$ cat src/rtl/tridiagonal_system_solver_defines.svh
// ----------------------------------------------------------------------------
// Tridiagonal solver assertion macros
// Shared assertion helpers for the solver RTL.
// ----------------------------------------------------------------------------
`ifndef TRIDIAGONAL_SYSTEM_SOLVER_DEFINES_SVH
`define TRIDIAGONAL_SYSTEM_SOLVER_DEFINES_SVH

// Concurrent implication checked on every clock edge outside reset.
`define TDS_ASSERT_IMPL(label, clk, rst_n, ante, cons) \
  label: assert property (@(posedge clk) disable iff (!rst_n) (ante) |-> (cons)) \
    else $error("assertion failed");

// Concurrent next-cycle implication checked outside reset.
`define TDS_ASSERT_NEXT(label, clk, rst_n, ante, cons) \
  label: assert property (@(posedge clk) disable iff (!rst_n) (ante) |=> (cons)) \
    else $error("assertion failed");

`endif

$ cat src/rtl/tds_pkg.sv
// ----------------------------------------------------------------------------
// Tridiagonal solver package
// Shared types, constants and helpers for the solver blocks.
// ----------------------------------------------------------------------------
package tds_pkg;

  localparam int unsigned MaxRowsDefault  = 64;
  localparam int unsigned FracBitsDefault = 16;
  localparam int unsigned IdxW            = 6;
  localparam int unsigned CntW            = 7;

  typedef enum logic [1:0] {
    StatusOk       = 2'd0,
    StatusPivot    = 2'd1,
    StatusOverflow = 2'd2
  } status_e;

  typedef struct packed {
    logic signed [31:0] sub_diag;
    logic signed [31:0] main_diag;
    logic signed [31:0] super_diag;
    logic signed [31:0] rhs_value;
    logic               final_row;
  } row_t;

  typedef struct packed {
    logic signed [31:0] solution;
    logic [IdxW-1:0]    row_index;
    logic [1:0]         status;
    logic               last_result;
  } res_t;

  typedef struct packed {
    row_t            row;
    logic [CntW-1:0] row_num;
    logic            overflow;
  } job_t;

  function automatic logic signed [31:0] sat32(input logic signed [65:0] v);
    if (v > 66'sd2147483647) begin
      return 32'sh7fffffff;
    end else if (v < -66'sd2147483648) begin
      return 32'sh80000000;
    end
    return v[31:0];
  endfunction

endpackage

$ cat src/rtl/tds_front.sv
// ----------------------------------------------------------------------------
// Tridiagonal solver front end
// Accepts row beats, numbers them and flags rows beyond storage.
// ----------------------------------------------------------------------------
module tds_front #(
  parameter int unsigned MaxRows = tds_pkg::MaxRowsDefault
) (
  input  logic          clk_i,
  input  logic          rst_ni,
  input  logic          in_valid_i,
  output logic          in_stall_o,
  input  tds_pkg::row_t in_data_i,
  output logic          q_valid_o,
  input  logic          q_stall_i,
  output tds_pkg::job_t q_data_o
);
  import tds_pkg::*;

  logic [CntW-1:0] cnt_q, cnt_d;
  logic            ovf_q, ovf_d;
  logic [1:0]      fill_q, fill_d;
  job_t            fifo_q [2];
  logic            wp_q, rp_q;
  logic            push, pop;

  assign in_stall_o = (fill_q == 2'd2);
  assign push       = in_valid_i && !in_stall_o;
  assign q_valid_o  = (fill_q != 2'd0);
  assign pop        = q_valid_o && !q_stall_i;
  assign q_data_o   = fifo_q[rp_q];

  always_comb begin
    cnt_d  = cnt_q;
    ovf_d  = ovf_q;
    fill_d = fill_q + {1'b0, push} - {1'b0, pop};
    if (push) begin
      if (in_data_i.final_row) begin
        cnt_d = '0;
        ovf_d = 1'b0;
      end else if (cnt_q >= CntW'(MaxRows)) begin
        ovf_d = 1'b1;
      end else begin
        cnt_d = cnt_q + 1'b1;
      end
    end
  end

  always_ff @(posedge clk_i or negedge rst_ni) begin
    if (!rst_ni) begin
      cnt_q  <= '0;
      ovf_q  <= 1'b0;
      fill_q <= '0;
      wp_q   <= 1'b0;
      rp_q   <= 1'b0;
    end else begin
      cnt_q  <= cnt_d;
      ovf_q  <= ovf_d;
      fill_q <= fill_d;
      if (push) wp_q <= !wp_q;
      if (pop)  rp_q <= !rp_q;
    end
  end

  always_ff @(posedge clk_i) begin
    if (push) begin
      fifo_q[wp_q].row      <= in_data_i;
      fifo_q[wp_q].row_num  <= cnt_q;
      fifo_q[wp_q].overflow <= ovf_q || (cnt_q >= CntW'(MaxRows));
    end
  end

endmodule

$ cat config.mk
export PLATFORM = sky130hd
export DESIGN_NAME = tds_front
export DESIGN_NICKNAME = d
export VERILOG_FILES = /design/src/rtl/tridiagonal_system_solver_defines.svh /design/src/rtl/tds_pkg.sv /design/src/rtl/tds_front.sv
export SDC_FILE = /design/constraint.sdc
export NUM_CORES = 1
export LEC_CHECK = 0
export BUFFER_PORTS_ARGS = -buffer_cell sky130_fd_sc_hd__buf_2
export CORE_MARGIN = 1
export CORE_UTILIZATION = 53
export DETAILED_ROUTE_END_ITERATION = 12
export HOLD_SLACK_MARGIN = 0.06
export PLACE_DENSITY = 0.84
export SLEW_MARGIN = 20
export SYNTH_ARGS = -nofsm -noshare
export SYNTH_HDL_FRONTEND = slang
export SYNTH_SLANG_ARGS = --single-unit
$ cat constraint.sdc
create_clock -name clk_i -period 8.3 [get_ports clk_i]
set_input_delay 0.415 -clock clk_i [delete_from_list [all_inputs] [get_ports clk_i]]
set_output_delay 0.415 -clock clk_i [all_outputs]
set_load 0.02 [all_outputs]
# After elaboration in Yosys (flattened, before gate mapping)
# Memories as Yosys holds them, arrays and structs flattened.
# Index checks and enable logic that the tools add are counted.
# W data, S select, Z words.
# op_classes
addsub,3
magnitude_cmp,1
n_eq_ne,2
n_mux,6
reduce_logical,11
# ops
op,n
$mux W7,2
$add A7 B1 Y7 const B,1
$ge A7 B7 Y1 const B,1
$logic_not A1 Y1,4
$mux W1,4
$reduce_and A2 Y1,2
$reduce_bool A2 Y1,2
$add A2 B1 Y2,1
$eq A2 B2 Y1 const B,1
$logic_and A1 B1 Y1,2
$ne A2 B2 Y1 const B,1
$sub A2 B1 Y2,1
$logic_or A1 B1 Y1,1
# word_totals
register_bits,12
ram_bits,274
output_inout_bits,139
wordCells,29
mem_count,1
# mem_list
memory,words,word_bits,rd,rd_ports_with_merged_regs,wr,line,rtl
fifo_q,2,137,1,0,1,tds_front.sv:22,job_t fifo_q [2];

# Logic depth before layout (Yosys ltp)
# depth
depth_word,5
mapped_depth,7

# Worst setup path after synthesis
# OpenSTA, ideal clock, no wires.
# synth_path
path_type,register to register
startpoint,reg fill_q[1]
endpoint,"mem fifo_q[0][0] (netlist name), enable pin"
setup_time_ns,0.635
arrival_time_ns,6.348
slack_ns,1.316
stages_incl_launch_ff,4
cell_sequence,dfrtp_1 -> nand2b_4 -> nand2_1 -> nor2_1
# synth_via
elab_chain_cells,5
# synth_rtl
item,line,rtl
start: declaration,tds_front.sv:21,"logic [1:0] fill_q, fill_d;"
start signal: assignment,tds_front.sv:58,fill_q <= fill_d;
$eq A2 B2 Y1,tds_front.sv:26,assign in_stall_o = (fill_q == 2'd2);
$logic_not A1 Y1,tds_front.sv:27,assign push = in_valid_i && !in_stall_o;
$logic_and A1 B1 Y1,tds_front.sv:27,
$mux W1,tds_front.sv:65,if (push) begin
$mux W1 (implied by the code),tds_front.sv:68,fifo_q[wp_q].overflow <= ovf_q || (cnt_q >= CntW'(MaxRows));
end: declaration,tds_front.sv:22,
# No other way between the ends.

==> key figures <==
Logic synthesis
  • Async set-or-reset flop fraction in the synthesized netlist: 4.20%
  • Yosys warnings: 0
  • Synthesized area: 0.0105 mm²
  • Post-synth EDFFs: 274
  • Number of nets in the synthesized netlist: 623
  • Synthesis-stage register bit count: 286
  • Post-synthesis average cell area: 21.6 µm²
  • Synth Flop Type: edfxtp_1
  • Number of distinct standard cells referenced by the synthesized netlist: 34
  • Post-Syn Instances: 487
  • Sequential fraction of the synthesis area: 81.2%

Die
  • Die Height: 143 µm
  • I/O pin total: 272
  • Die outline width: 143 µm
  • Area enclosed by the die boundary: 0.0204 mm²
  • Total number of placement rows: 51
  • Core area: 0.0195 mm²
  • Initial Util: 54.0%

Timing
  • Worst-margin pin slew: 1.10 ns
  • Slew Viols, Final: 0
  • Number of hold violations in the final report: 0
  • Worst clock skew: 0.00927 ns
  • Final TNS setup: 0 ns
  • Worst hold slack after final layout: 0.0782 ns
  • Remaining max-slew budget at the tightest pin: 26.7%
  • Part of the cycle the worst path needs: 41.9%
  • Post-layout minimum cycle time: 3.48 ns
  • Unrepaired setup endpoints after global routing: false
  • Maximum achievable frequency: 0.288 GHz
  • Setup violators final: 0

Worst setup path
  • Type of the worst setup path: flop to output port
  • Crit start category: flop
  • Crit path arrival time: 3.06 ns
  • Data required time at the worst endpoint: 7.89 ns
  • Largest fanout on the critical path: 74
  • Top Family by Delay on Critical Path: buffers and inverters
  • CP max stage cell: dfrtp_4
  • Element type at the critical path end: output port
  • Peak per-stage delay on the critical path: 0.98 ns
  • Buffers & Inverters on Critical Path: 2
  • Cell breakdown of the critical path: buf_4 -> mux2_2 -> buf_2

Final layout
  • Synth-to-layout area growth: 31.3%
  • Final design utilization: 70.8%
  • Filler cells: 1,243
  • Proportion of layout cells with a drive suffix above 1: 52.1%
  • Cell area after layout: 0.0138 mm²
  • Post-layout net count: 993
  • Non-filler instance count after layout: 1,142

GRT
  • Number of antenna violations at the first check in global routing: 3
  • Overall fraction of global-route tracks in use: 20.1%
  • Total overflow reported by the global router: 0
  • Number of global-route vias before repair: 6,157
  • Global-route wire length before repair: 31,000 µm
  • Pin count of the biggest net entering global routing: 78

Job
  • Count of maximum capacitance violations: 0

Clock tree
  • Post-CTS Setup Repair Bufs: 0
  • TritonCTS Sinks: 286
  • Maximum clock insertion buffer count: 3
  • Number of buffers inserted during clock tree synthesis: 29
  • CTS root buffer: clkbuf_16
  • CTS HTree Levels: 1
  • Clock tree from TritonCTS: yes
  • CTS clk-pin slew, worst paths: 0.06 ns
  • Clock latency reported for the late side of the worst-skew pair: 0.53 ns

Placement
  • RePlAce Congestion: 0.790
  • Cell count after placement: 1,013
  • Port-buffer cells: 271
  • HPWL after detailed placement: 12,200 µm
  • Placed instance area: 0.0122 mm²

Route
  • Per-cell routed wire length: 18.3 µm
  • Count of vias placed by the detailed router: 5,799
  • Routed vias/inst: 5.08
  • Post-detailed-route DRC marker count: 0
  • Detailed Route Iter0 Violations: 259
  • Post-detailed-routing wire length: 20,900 µm
  • ANT nets after route: 0
  • DR pass1 iterations: 6

Pwr
  • Power per cell area: 349 mW/mm²
  • Peak ir drop on the vdd network: 0.317 mV
  • Leakage: 5.23 nW

Status
  • Run status: finished, final reports clean

Worst hold path
  • Worst hold path type: input pin to flop
-- through the flow --
step                power, mW  worst slack [ns]
floorplan                3.20              1.32
detailed placement       3.66              5.35
global placement         3.63              5.31
CTS                      4.85              4.76
finish                   4.81              4.82
global route             5.02              4.60
-- where the power goes --
part	leakage [nW]	internal (mW)	switching, mW	total (mW)
combinational	2.12	0.613	0.926	1.54
sequential	2.70	1.98	0.143	2.12
clock	0.403	0.666	0.485	1.15
-- layout by cell type, fill, tap and decap left out, drive strengths merged, types with 2 or more instances in the layout --
cell type,synthesis,layout
nand2b,2,2
nor4,2,2
mux2,138,138
clkbuf,0,38
inv,5,5
nand4b,2,2
nand2,3,3
diode,0,2
edfxtp,274,274
buf,15,276
dfrtp,12,12
clkinv,0,9
ha,3,3
nor2b,2,2
xnor2,3,3
a211o,2,2
o211ai,2,2
dlygate4sd3,0,78
or2,2,2
nor2,3,3
a31oi,2,2
-- logic make-up after synthesis --
kind of cell | Yosys count | share of synthesized area [%]
compound gates | 13 | 0.977
xor+xnor | 4 | 0.334
fa+ha+maj | 3 | 0.357
buf+inv | 20 | 0.893
flops | 286 | 81.2
mux | 138 | 14.8
simple gates | 23 | 1.44
-- metal layers --
layer / share of wire [%] / wire (µm) / GRT usage (%) / up-vias
li1: - / - / - / 2686
met1: 37 / 7710 / 21.8 / 2839
met2: 53 / 11000 / 37.2 / 222
met3: 8.0 / 1680 / 6.00 / 50
met4: 2.5 / 531 / 6.45 / 2
met5: 0.062 / 13 / 0 / -
-- path summary, 6_finish.rpt --
kind                                    start       endpoint  slack [ns]  depth (start not counted)
worst min register to register      fill_q[0]      fill_q[0]        0.53                          1
worst max-delay path                     rp_q   q_data_o[61]        4.82                          3
worst min-delay path            in_data_i[44]  fifo_q[1][52]        0.08                          1
max in group asynchronous              rst_ni           rp_q        7.76                          2
min in group asynchronous              rst_ni           rp_q        0.30                          2
worst max register to register      fill_q[1]  fifo_q[1][98]        5.53                          3
-- area by class of cell --
| class | count | area, µm² | area share (%) |
|---|---|---|---|
| diodes | 2 | 5.00 | 0.0363 |
| inverters | 5 | 18.8 | 0.136 |
| clock inverters | 11 | 75.1 | 0.544 |
| multi-input cells | 181 | 1890 | 13.7 |
| repair buffers | 354 | 2170 | 15.8 |
| flip-flops and latches | 286 | 8530 | 61.9 |
| clock buffers | 38 | 759 | 5.51 |
| well taps | 265 | 332 | 2.40 |
-- worst register-to-register path, stage by stage (launching register included) --
cell,delay (ns)
dfrtp_1,0.42
nand2b_4,0.13
and3_4,0.77
buf_4,0.91
-- sequential cells by signal, indices dropped and copies added, names as in the netlist --
register	cells
cnt_q	7
fifo_q	274
fill_q	2
ovf_q	1
rp_q	1
wp_q	1
-- cells in the mapped netlist, types with 2 or more instances --
cell / number / share of area [%]
nor2_1: 3 / 0.11
or2_2: 2 / 0.12
inv_1: 4 / 0.14
xnor2_1: 3 / 0.25
a31oi_1: 2 / 0.12
mux2_2: 138 / 15
buf_2: 15 / 0.71
nand4b_1: 2 / 0.17
a211o_1: 2 / 0.17
edfxtp_1: 274 / 78
nand2_1: 3 / 0.11
ha_1: 3 / 0.36
dfrtp_1: 12 / 2.9
o211ai_1: 2 / 0.14
nor4_1: 2 / 0.12
nor2b_1: 2 / 0.12
-- what timing repair did --
| action | in CTS | in global routing |
|---|---|---|
| hold buffers | 77 | 1 |
| hold endpoints to repair | 158 | 2 |
| resized for setup | 0 | 0 |
No activity file was read; power rests on OpenSTA's default activity.
